$ cat config.mk
export PLATFORM = sky130hd
export DESIGN_NAME = unix_seconds_to_calendar
export DESIGN_NICKNAME = d
export VERILOG_FILES = /design/src/ustc_pkg.sv /design/src/ustc_day_split.sv /design/src/ustc_date.sv /design/src/ustc_clock.sv /design/src/unix_seconds_to_calendar.sv
export SDC_FILE = /design/constraint.sdc
export NUM_CORES = 2
export LEC_CHECK = 0
export ABC_CLOCK_PERIOD_IN_PS = 12600
export BUFFER_PORTS_ARGS = -buffer_cell sky130_fd_sc_hd__buf_2
export CORE_MARGIN = 3
export CORE_UTILIZATION = 65
export CTS_BUF_LIST = sky130_fd_sc_hd__clkbuf_4
export DETAILED_ROUTE_END_ITERATION = 10
export HOLD_SLACK_MARGIN = 0.02
export MAX_ROUTING_LAYER = met4
export PLACE_DENSITY = 0.82
export SLEW_MARGIN = 0
export SYNTH_ARGS = -nofsm -noshare
export SYNTH_HDL_FRONTEND = slang
export SYNTH_SLANG_ARGS = --single-unit
$ cat constraint.sdc
create_clock -name aclk -period 12.6 [get_ports aclk]
set_input_delay 0.63 -clock aclk [delete_from_list [all_inputs] [get_ports aclk]]
set_output_delay 0.63 -clock aclk [all_outputs]
set_load 0.01 [all_outputs]
$ cat src/ustc_pkg.sv
`timescale 1ns / 1ps
// ============================================================================
// ustc_pkg
// Shared widths and types for the seconds-to-calendar converter.
// ============================================================================
package ustc_pkg;

    // Field widths of the item ports
    localparam int SECS_W  = 32;
    localparam int YEAR_W  = 7;
    localparam int MONTH_W = 4;
    localparam int DOM_W   = 5;
    localparam int DOW_W   = 3;
    localparam int HOUR_W  = 5;
    localparam int MIN_W   = 6;
    localparam int SEC_W   = 6;

    // Internal widths: whole days since epoch (max 49710), second of day (< 86400)
    localparam int DAYS_W = 16;
    localparam int DSEC_W = 17;

    // Stage counts of the day split and date sections, and their sum
    localparam int SPLIT_STAGES = 3;
    localparam int DATE_STAGES  = 6;
    localparam int LATENCY      = SPLIT_STAGES + DATE_STAGES;

    // Day split handed from the front end to the date and clock sections
    typedef struct packed {
        logic [DAYS_W-1:0] days;
        logic [DSEC_W-1:0] dsec;
    } ustc_days_t;

endpackage

$ cat src/ustc_day_split.sv
`timescale 1ns / 1ps
// ============================================================================
// ustc_day_split
// Three-stage split of a 32-bit second count into whole days and second of
// day. Divide by 86400 = 128 * 675: shift, reciprocal multiply, fix-up.
// ============================================================================
module ustc_day_split
    import ustc_pkg::*;
(
    input  logic              aclk,
    input  logic              en,
    input  logic [SECS_W-1:0] local_seconds,
    output ustc_days_t        days_out
);

    localparam int SHIFT     = 7;                 // 86400 = 2^7 * 675
    localparam int DIV_W     = SECS_W - SHIFT;    // 25-bit dividend
    localparam int ODD_DIV   = 675;
    localparam int RECIP_K   = 35;
    localparam int RECIP_W   = 26;
    localparam logic [RECIP_W-1:0] RECIP = 26'd50903316;  // floor(2^35 / 675)
    localparam int PROD_W    = DIV_W + RECIP_W;
    localparam int REM0_W    = 11;                // estimate remainder < 2*675
    localparam int REM_W     = 10;                // true remainder < 675

    // Stage 1: quotient estimate, low by at most one
    logic [SECS_W-1:0] secs_reg;
    logic [DAYS_W-1:0] est_reg;
    logic [PROD_W-1:0] prod_next;

    assign prod_next = PROD_W'(local_seconds[SECS_W-1:SHIFT]) * PROD_W'(RECIP);

    always_ff @(posedge aclk) begin
        if (en) begin
            secs_reg <= local_seconds;
            est_reg  <= prod_next[RECIP_K +: DAYS_W];
        end
    end

    // Stage 2: remainder of the estimate
    logic [DAYS_W-1:0] est2_reg;
    logic [REM0_W-1:0] rem0_reg;
    logic [SHIFT-1:0]  low_reg;
    logic [DIV_W:0]    rem0_next;

    assign rem0_next = (DIV_W+1)'(secs_reg[SECS_W-1:SHIFT])
                     - (DIV_W+1)'(est_reg) * (DIV_W+1)'(ODD_DIV);

    always_ff @(posedge aclk) begin
        if (en) begin
            est2_reg <= est_reg;
            rem0_reg <= rem0_next[REM0_W-1:0];
            low_reg  <= secs_reg[SHIFT-1:0];
        end
    end

    // Stage 3: one correction step
    ustc_days_t        days_reg;
    ustc_days_t        days_next;
    logic [REM0_W-1:0] rem_fix;

    always_comb begin
        rem_fix        = rem0_reg;
        days_next.days = est2_reg;
        if (rem0_reg >= REM0_W'(ODD_DIV)) begin
            rem_fix        = rem0_reg - REM0_W'(ODD_DIV);
            days_next.days = est2_reg + DAYS_W'(1);
        end
        days_next.dsec = {rem_fix[REM_W-1:0], low_reg};
    end

    always_ff @(posedge aclk) begin
        if (en) begin
            days_reg <= days_next;
        end
    end

    assign days_out = days_reg;

endmodule

$ cat src/ustc_date.sv
`timescale 1ns / 1ps
// ============================================================================
// ustc_date
// Six-stage civil-from-days date: 400-year era, March-based year, month
// table lookup, and weekday from the day count.
// ============================================================================
module ustc_date
    import ustc_pkg::*;
(
    input  logic               aclk,
    input  logic               en,
    input  logic [DAYS_W-1:0]  days,
    output logic [YEAR_W-1:0]  year_two_digit,
    output logic [MONTH_W-1:0] month_number,
    output logic [DOM_W-1:0]   day_of_month,
    output logic [DOW_W-1:0]   day_of_week
);

    localparam int DOE_W       = 18;
    localparam int ERA_DAYS    = 146097;
    // 719468 days to 0000-03-01 less four whole eras; the era itself drops
    // out of year mod 100
    localparam int DOE_OFFSET  = 719468 - 4 * ERA_DAYS;
    localparam int CENT_DAYS   = 36524;
    localparam int LAST_DAY    = 146096;
    localparam int R1460       = 367720;   // ceil(2^29 / 1460)
    localparam int R1460_K     = 29;
    localparam int R365        = 367720;   // ceil(2^27 / 365)
    localparam int R365_K      = 27;
    localparam int RECIP_W     = 19;
    localparam int PROD_W      = DOE_W + RECIP_W;
    localparam int QUAD_W      = 8;        // doe / 1460 <= 100
    localparam int CENT_W      = 3;
    localparam int YOE_W       = 9;
    localparam int DOY_W       = 9;
    localparam int MP_W        = 4;
    localparam int NUM_MONTHS  = 12;
    localparam int YEAR_DAYS   = 365;
    localparam int JAN_INDEX   = 10;       // March-based index of January
    localparam int WD_W        = 17;

    // Day of year at which each March-based month starts
    localparam logic [DOY_W-1:0] MONTH_START [NUM_MONTHS] = '{
        9'd0,   9'd31,  9'd61,  9'd92,  9'd122, 9'd153,
        9'd184, 9'd214, 9'd245, 9'd275, 9'd306, 9'd337
    };

    // (d + 3) mod 7 + 1 by octal digit folding, since 8 = 1 mod 7
    function automatic logic [DOW_W-1:0] weekday(input logic [DAYS_W-1:0] d);
        logic [WD_W-1:0] v;
        logic [5:0]      s1;
        logic [3:0]      s2;
        logic [2:0]      s3;
        v  = WD_W'(d) + WD_W'(3);
        s1 = 6'(v[2:0]) + 6'(v[5:3]) + 6'(v[8:6]) + 6'(v[11:9])
           + 6'(v[14:12]) + 6'(v[16:15]);
        s2 = 4'(s1[5:3]) + 4'(s1[2:0]);
        s3 = 3'(s2[3]) + s2[2:0];
        if (s3 == 3'd7) begin
            s3 = 3'd0;
        end
        return s3 + 3'd1;
    endfunction

    // Stage 1: day of era, weekday
    logic [DOE_W-1:0] doe1_reg, doe1_next;
    logic [DOW_W-1:0] wd1_reg;

    always_comb begin
        doe1_next = DOE_W'(days) + DOE_W'(DOE_OFFSET);
        if (doe1_next >= DOE_W'(ERA_DAYS)) begin
            doe1_next = doe1_next - DOE_W'(ERA_DAYS);
        end
    end

    always_ff @(posedge aclk) begin
        if (en) begin
            doe1_reg <= doe1_next;
            wd1_reg  <= weekday(days);
        end
    end

    // Stage 2: four-year, century and last-day terms
    logic [DOE_W-1:0]  doe2_reg;
    logic [DOW_W-1:0]  wd2_reg;
    logic [QUAD_W-1:0] quad_reg;
    logic [CENT_W-1:0] cent_reg, cent_next;
    logic              last_reg;
    logic [PROD_W-1:0] quad_prod;

    assign quad_prod = PROD_W'(doe1_reg) * PROD_W'(R1460);

    always_comb begin
        cent_next = '0;
        for (int i = 1; i <= 4; i++) begin
            if (doe1_reg >= DOE_W'(i * CENT_DAYS)) begin
                cent_next = CENT_W'(i);
            end
        end
    end

    always_ff @(posedge aclk) begin
        if (en) begin
            doe2_reg <= doe1_reg;
            wd2_reg  <= wd1_reg;
            quad_reg <= quad_prod[R1460_K +: QUAD_W];
            cent_reg <= cent_next;
            last_reg <= (doe1_reg >= DOE_W'(LAST_DAY));
        end
    end

    // Stage 3: leap-corrected day count
    logic [DOE_W-1:0] doe3_reg;
    logic [DOW_W-1:0] wd3_reg;
    logic [DOE_W-1:0] adj_reg;

    always_ff @(posedge aclk) begin
        if (en) begin
            doe3_reg <= doe2_reg;
            wd3_reg  <= wd2_reg;
            adj_reg  <= doe2_reg - DOE_W'(quad_reg) + DOE_W'(cent_reg)
                      - DOE_W'(last_reg);
        end
    end

    // Stage 4: year of era = adj / 365
    logic [DOE_W-1:0]  doe4_reg;
    logic [DOW_W-1:0]  wd4_reg;
    logic [YOE_W-1:0]  yoe_reg;
    logic [PROD_W-1:0] yoe_prod;

    assign yoe_prod = PROD_W'(adj_reg) * PROD_W'(R365);

    always_ff @(posedge aclk) begin
        if (en) begin
            doe4_reg <= doe3_reg;
            wd4_reg  <= wd3_reg;
            yoe_reg  <= yoe_prod[R365_K +: YOE_W];
        end
    end

    // Stage 5: day of year and year mod 100
    logic [DOW_W-1:0]  wd5_reg;
    logic [DOY_W-1:0]  doy_reg;
    logic [YEAR_W-1:0] yy_reg;
    logic [1:0]        yc;
    logic [DOE_W-1:0]  year_start;
    logic [DOE_W-1:0]  doy_full;
    logic [YOE_W-1:0]  yy_full;

    always_comb begin
        yc = 2'd0;
        if (yoe_reg >= YOE_W'(300)) begin
            yc = 2'd3;
        end else if (yoe_reg >= YOE_W'(200)) begin
            yc = 2'd2;
        end else if (yoe_reg >= YOE_W'(100)) begin
            yc = 2'd1;
        end
        year_start = DOE_W'(yoe_reg) * DOE_W'(YEAR_DAYS)
                   + DOE_W'(yoe_reg[YOE_W-1:2]) - DOE_W'(yc);
        doy_full   = doe4_reg - year_start;
        yy_full    = yoe_reg - YOE_W'(yc) * YOE_W'(100);
    end

    always_ff @(posedge aclk) begin
        if (en) begin
            wd5_reg <= wd4_reg;
            doy_reg <= doy_full[DOY_W-1:0];
            yy_reg  <= yy_full[YEAR_W-1:0];
        end
    end

    // Stage 6: month lookup, day of month, January/February year carry
    logic [YEAR_W-1:0]  year_reg, year_next;
    logic [MONTH_W-1:0] month_reg, month_next;
    logic [DOM_W-1:0]   dom_reg;
    logic [DOW_W-1:0]   wd_reg;
    logic [MP_W-1:0]    mp;
    logic [DOY_W-1:0]   dom_full;

    always_comb begin
        mp = '0;
        for (int i = 1; i < NUM_MONTHS; i++) begin
            if (doy_reg >= MONTH_START[i]) begin
                mp = MP_W'(i);
            end
        end
        dom_full  = doy_reg - MONTH_START[mp] + DOY_W'(1);
        year_next = yy_reg;
        if (mp >= MP_W'(JAN_INDEX)) begin
            month_next = mp - MP_W'(9);
            year_next  = (yy_reg == YEAR_W'(99)) ? '0 : yy_reg + YEAR_W'(1);
        end else begin
            month_next = mp + MP_W'(3);
        end
    end

    always_ff @(posedge aclk) begin
        if (en) begin
            year_reg  <= year_next;
            month_reg <= month_next;
            dom_reg   <= dom_full[DOM_W-1:0];
            wd_reg    <= wd5_reg;
        end
    end

    assign year_two_digit = year_reg;
    assign month_number   = month_reg;
    assign day_of_month   = dom_reg;
    assign day_of_week    = wd_reg;

endmodule

$ cat src/ustc_clock.sv
`timescale 1ns / 1ps
// ============================================================================
// ustc_clock
// Six-stage split of the second of day into hour, minute and second,
// aligned with the date section.
// ============================================================================
module ustc_clock
    import ustc_pkg::*;
(
    input  logic              aclk,
    input  logic              en,
    input  logic [DSEC_W-1:0] dsec,
    output logic [HOUR_W-1:0] hour_of_day,
    output logic [MIN_W-1:0]  minute_of_hour,
    output logic [SEC_W-1:0]  second_of_minute
);

    localparam int SECS_PER_HOUR = 3600;
    localparam int SECS_PER_MIN  = 60;
    localparam int RH            = 149131;  // ceil(2^29 / 3600)
    localparam int RH_K          = 29;
    localparam int RH_W          = 18;
    localparam int HPROD_W       = DSEC_W + RH_W;
    localparam int REM_W         = 12;      // < 3600
    localparam int RM            = 4370;    // ceil(2^18 / 60)
    localparam int RM_K          = 18;
    localparam int RM_W          = 13;
    localparam int MPROD_W       = REM_W + RM_W;

    // Stage 1: hour = dsec / 3600
    logic [DSEC_W-1:0]  dsec1_reg;
    logic [HOUR_W-1:0]  hour1_reg;
    logic [HPROD_W-1:0] hprod;

    assign hprod = HPROD_W'(dsec) * HPROD_W'(RH);

    always_ff @(posedge aclk) begin
        if (en) begin
            dsec1_reg <= dsec;
            hour1_reg <= hprod[RH_K +: HOUR_W];
        end
    end

    // Stage 2: second within the hour
    logic [HOUR_W-1:0] hour2_reg;
    logic [REM_W-1:0]  rem_reg;
    logic [DSEC_W-1:0] rem_full;

    assign rem_full = dsec1_reg - DSEC_W'(hour1_reg) * DSEC_W'(SECS_PER_HOUR);

    always_ff @(posedge aclk) begin
        if (en) begin
            hour2_reg <= hour1_reg;
            rem_reg   <= rem_full[REM_W-1:0];
        end
    end

    // Stage 3: minute = rem / 60
    logic [HOUR_W-1:0]  hour3_reg;
    logic [REM_W-1:0]   rem3_reg;
    logic [MIN_W-1:0]   min3_reg;
    logic [MPROD_W-1:0] mprod;

    assign mprod = MPROD_W'(rem_reg) * MPROD_W'(RM);

    always_ff @(posedge aclk) begin
        if (en) begin
            hour3_reg <= hour2_reg;
            rem3_reg  <= rem_reg;
            min3_reg  <= mprod[RM_K +: MIN_W];
        end
    end

    // Stage 4: second within the minute
    logic [HOUR_W-1:0] hour4_reg;
    logic [MIN_W-1:0]  min4_reg;
    logic [SEC_W-1:0]  sec4_reg;
    logic [REM_W-1:0]  sec_full;

    assign sec_full = rem3_reg - REM_W'(min3_reg) * REM_W'(SECS_PER_MIN);

    always_ff @(posedge aclk) begin
        if (en) begin
            hour4_reg <= hour3_reg;
            min4_reg  <= min3_reg;
            sec4_reg  <= sec_full[SEC_W-1:0];
        end
    end

    // Stages 5 and 6: delay to line up with the date section
    logic [HOUR_W-1:0] hour5_reg, hour_reg;
    logic [MIN_W-1:0]  min5_reg, min_reg;
    logic [SEC_W-1:0]  sec5_reg, sec_reg;

    always_ff @(posedge aclk) begin
        if (en) begin
            hour5_reg <= hour4_reg;
            min5_reg  <= min4_reg;
            sec5_reg  <= sec4_reg;
            hour_reg  <= hour5_reg;
            min_reg   <= min5_reg;
            sec_reg   <= sec5_reg;
        end
    end

    assign hour_of_day      = hour_reg;
    assign minute_of_hour   = min_reg;
    assign second_of_minute = sec_reg;

endmodule

$ cat src/unix_seconds_to_calendar.sv
`timescale 1ns / 1ps
// Accepted inputs pass the day split, date and clock stages to the m_ side.
// Throughput: one item per cycle; every stage is a plain register stage and
// the whole pipe advances together, holding when the result is not taken.
// Reset (aresetn low at a clock edge) clears only the stage valid bits;
// data registers are not reset.
// ============================================================================
// unix_seconds_to_calendar
// Local Unix seconds to two-digit year, month, day, weekday and time of day.
// ============================================================================
module unix_seconds_to_calendar
    import ustc_pkg::*;
(
    input  logic               aclk,
    input  logic               aresetn,
    input  logic               s_valid,
    output logic               s_ready,
    input  logic [SECS_W-1:0]  s_local_seconds,
    output logic               m_valid,
    input  logic               m_ready,
    output logic [YEAR_W-1:0]  m_year_two_digit,
    output logic [MONTH_W-1:0] m_month_number,
    output logic [DOM_W-1:0]   m_day_of_month,
    output logic [DOW_W-1:0]   m_day_of_week,
    output logic [HOUR_W-1:0]  m_hour_of_day,
    output logic [MIN_W-1:0]   m_minute_of_hour,
    output logic [SEC_W-1:0]   m_second_of_minute
);

    // Stage valid bits; the pipe moves when the last stage is empty or taken
    logic [LATENCY-1:0] valid_reg, valid_next;
    logic               en;

    assign en         = !valid_reg[LATENCY-1] || m_ready;
    assign valid_next = {valid_reg[LATENCY-2:0], s_valid};

    always_ff @(posedge aclk) begin
        if (!aresetn) begin
            valid_reg <= '0;
        end else if (en) begin
            valid_reg <= valid_next;
        end
    end

    assign s_ready = en;
    assign m_valid = valid_reg[LATENCY-1];

    // Days and second of day
    ustc_days_t split;

    ustc_day_split u_split (
        .aclk          (aclk),
        .en            (en),
        .local_seconds (s_local_seconds),
        .days_out      (split)
    );

    // Calendar date and weekday
    ustc_date u_date (
        .aclk           (aclk),
        .en             (en),
        .days           (split.days),
        .year_two_digit (m_year_two_digit),
        .month_number   (m_month_number),
        .day_of_month   (m_day_of_month),
        .day_of_week    (m_day_of_week)
    );

    // Time of day
    ustc_clock u_clock (
        .aclk             (aclk),
        .en               (en),
        .dsec             (split.dsec),
        .hour_of_day      (m_hour_of_day),
        .minute_of_hour   (m_minute_of_hour),
        .second_of_minute (m_second_of_minute)
    );

endmodule
==> key figures <==
Cells and area
  • Final-stage net count: 5470
  • Multi-input logic area: 0.02848 sq mm
  • Max reg flops: 33
  • Share of layout cells above drive strength 1: 0.06372
  • Layout fillers: 4567
  • Register area: between 0.01 and 0.015 sq mm
  • Area growth, synth to finish: 6.116%

Global route
  • M3 GR Usage: 0.02771
  • Wire length of the first global-routing pass: between 100000 and 150000 um
  • GR peak layer: met2
  • Pin count of the biggest net entering global routing: 183
  • GRT Resource Usage Total: 0.2482
  • Met2 usage: 0.4360
  • Initial antenna violation count: 1
  • Met1 Usage GRT: 0.2957
  • Number of global-route vias before repair: 28260
  • Remaining Overflow, GRT: 0

Drt
  • Vias per Instance: approximately 5.4
  • Number of iterations in the first detailed-routing pass: 5
  • Antenna Nets Post-Route: 0
  • DRT iter0 DRCs: 1051
  • Per-cell routed wire length: approximately 16 um
  • Vias: 26030
  • Residual DRC: 0
  • Drt total wl: 79020 um

Floorplanning
  • Die height: between 200 and 300 um
  • Initial Util: 0.6609
  • Die Area: 0.06902 sq mm
  • Die W: 262.7 um
  • Row cnt: 93
  • Core area: around 0.065 sq mm
  • # IOs: 74

Synth
  • Post-Syn Instances: 3772
  • Post-synth ARST share: 0
  • Top cells by area, synth: ha_1 29%, edfxtp_1 24%, fa_1 23%
  • Post-synthesis sequential area ratio: 0.2468
  • Area leader, netlist: ha_1
  • Commonest register cell after synthesis: edfxtp_1
  • Synth warn: 0
  • Mean Syn Cell Area: 11.36 sq um
  • Top-area cell type share of the netlist area: 0.2927
  • Register bit total from synthesis: between 300 and 400
  • Adder-Cell Fraction of Synth Area: 0.5254
  • Largest family of logic cells by synthesized area: adder cells
  • Net count after synthesis: 5308
  • Post-synthesis mux area share: 0.0009639
  • Number of synthesized flops with an enable pin: roughly 350
  • Synth Area in XOR/XNOR: 0.04110
  • Post-synthesis simple-gate area fraction: 0.04092
  • Compound-Gate Fraction of Synth Area: 0.05652
  • Synth cell types: 84
  • Synth Cell Area: 0.04283 sq mm

STA
  • Final hold violations: 0
  • Period utilization: 0.5183
  • Slew Limit Fails: 0
  • Finish-stage setup viols: 0
  • Slew HR: 0.2701
  • Fmax: 153.1 MHz
  • Unrepaired setup endpoints after global routing: no
  • Clock period minus worst slack: 6.530 ns
  • Setup TNS: 0 ns
  • Slew at the pin closest to its max-slew limit: about 1.1 ns
  • Setup Skew: around 0.064 ns

Clock tree
  • Reg clk slew, reported paths: 0.06 ns
  • CTS tree: yes
  • H-tree depth: 3
  • Clock tree sinks: 355
  • Worst skew pair latency: 0.86 ns
  • Max Root-Sink Buffers: 3
  • CTS Buf Count: 93
  • Root buffer cell: clkbuf_4

Critical path
  • Slowest cell on the critical path: edfxtp_1
  • Setup crit end kind: register
  • Critical path class: register to register
  • CP startpoint kind: register
  • Crit path top cell by count: fa_1
  • Required time of the critical path: 13.19 ns
  • Max stage delay on crit path: 0.86 ns
  • Critical path cell sequence: ha_1 > fa_1 > fa_1 > inv_1 > fa_1 > fa_1 > fa_1 > inv_1 > ha_1 > a21o_1 > a21o_1 > a221o_1 > a21boi_1 > o21ai_1 > a31o_1 > a211o_1 > a21oi_2 > xnor2_1
  • Critical Path AT: 7.12 ns
  • CP startpoint: u_date.doe1_reg[4]$_DFFE_PP_
  • CP Max Fanout: 12
  • FF-to-FF path depth: 18
  • Reg-to-Reg Start: u_date.doe1_reg[4]$_DFFE_PP_

Place
  • PortBufs: 73
  • Placer Congestion: slightly above 0.9
  • HPWL Detailed: 65270 um

Min path
  • Hold Crit Class: input port to register
  • Worst hold start: aresetn
  • WHS Path Cells: 2

Run
  • Max-cap check violation count: 0

Run status
  • Status: finished clean
[area by class of cell]
| class | count | area share |
|---|---|---|
| timing repair buffer | 86 | 0.01090 |
| tap | 855 | 0.02354 |
| sequential | 355 | 0.2325 |
| clock buffer | 124 | 0.02048 |
| multi-input combinational | 2420 | 0.6266 |
| inverter | 978 | 0.08093 |
| antenna | 1 | 0.00005505 |
| clock inverter | 39 | 0.004955 |
[synthesized netlist by cell type (14+ instances only)]
library cell     n
nand3_1         33
xor2_1          59
nor2_1          65
edfxtp_1       346
fa_1           498
a21oi_1         92
nand4_1         20
nor3_1          23
a21o_1          56
a211oi_1        14
o21a_1          16
ha_1          1002
nand2b_1        16
inv_1          976
o211ai_1        14
nand2_1        123
xnor2_1        142
and3_1          21
o21ai_0         61
[repair_timing]
action | in CTS | in global routing
resized for setup | 0 | 0
buffers inserted | 0 | 0
hold buffers | 8 | 0
setup endpoints to repair | 0 | 0
endpoints found under the hold margin | 8 | 0
[per-stage QoR]
stage	utilization	setup slack (ns)	cells	hold slack [ns]	area [sq um]
finish	0.7013	6.070	4858	0.1267	45450
global route	0.7013	5.809	4858	0.08915	45450
CTS	0.7013	6.093	4857	0.02842	45450
detailed placement	0.6822	5.713	4686	0.4045	44220
global placement	0.6822	5.849	4686	0.4004	44220
floorplan	-	2.223	3772	0.4003	42830
[critical path, delay by kind of cell (launching register included)]
kind,cells,cell delay [ns]
buf+inv,2,0.10
fa+ha+maj,7,3.38
xor+xnor,1,0.07
flops,1,0.86
compound gates,8,1.87
[placed cells by master (no fill, tap or decap), types with 7 or more instances in the layout]
cell type and count:
clkbuf_4 124, nor2b_1 12, or2_2 7, edfxtp_1 346, nand2b_1 16, nor3_1 23
a31oi_1 11, or3_1 9, nand2_1 123, a21o_1 56, nand3_1 33, ha_1 1002
o21bai_1 10, nor2_1 65, a211oi_1 14, clkinv_2 13, xnor2_1 142, a21boi_0 12
xor2_1 59, buf_2 73, inv_1 976, o21a_1 16, a211o_1 10, clkinv_1 19
o211ai_1 14, fa_1 498, dfxtp_1 9, dlygate4sd3_1 8, and3_1 21, o21ai_0 61
nand4_1 20, a21oi_1 92
[cells by family (layout without fill, tap and decap cells)]
kind of cell | count (synthesis) | in the layout
AOI/OAI and AO/OA | 358 | 358
muxes | 4 | 4
buffers and inverters | 997 | 1227
xor gates and xnor gates | 201 | 201
DFF | 355 | 355
adders and majority gates | 1500 | 1500
and+or+nand+nor | 357 | 357
other | 0 | 1
[worst paths after layout]
kind / to / slack (ns)
worst max-delay path: u_date.quad_reg[6]$_DFFE_PP_ / 6.07
worst min-delay path: valid_reg[8]$_SDFFE_PN0P_ / 0.13
worst max register to register: u_date.quad_reg[6]$_DFFE_PP_ / 6.07
worst min register to register: u_split.days_out[1]$_DFFE_PP_ / 0.41
[layer usage]
| metal | share of wire | up-vias |
|---|---|---|
| met1 | 0.41 | 12740 |
| li1 | - | 12690 |
| met5 | 0 | - |
| met3 | 0.033 | 164 |
| met2 | 0.52 | 429 |
| met4 | 0.033 | 0 |
Power is left out: the tool's default activity adds up to more than one toggle a clock period on the data nets, which glitch-free logic cannot reach.
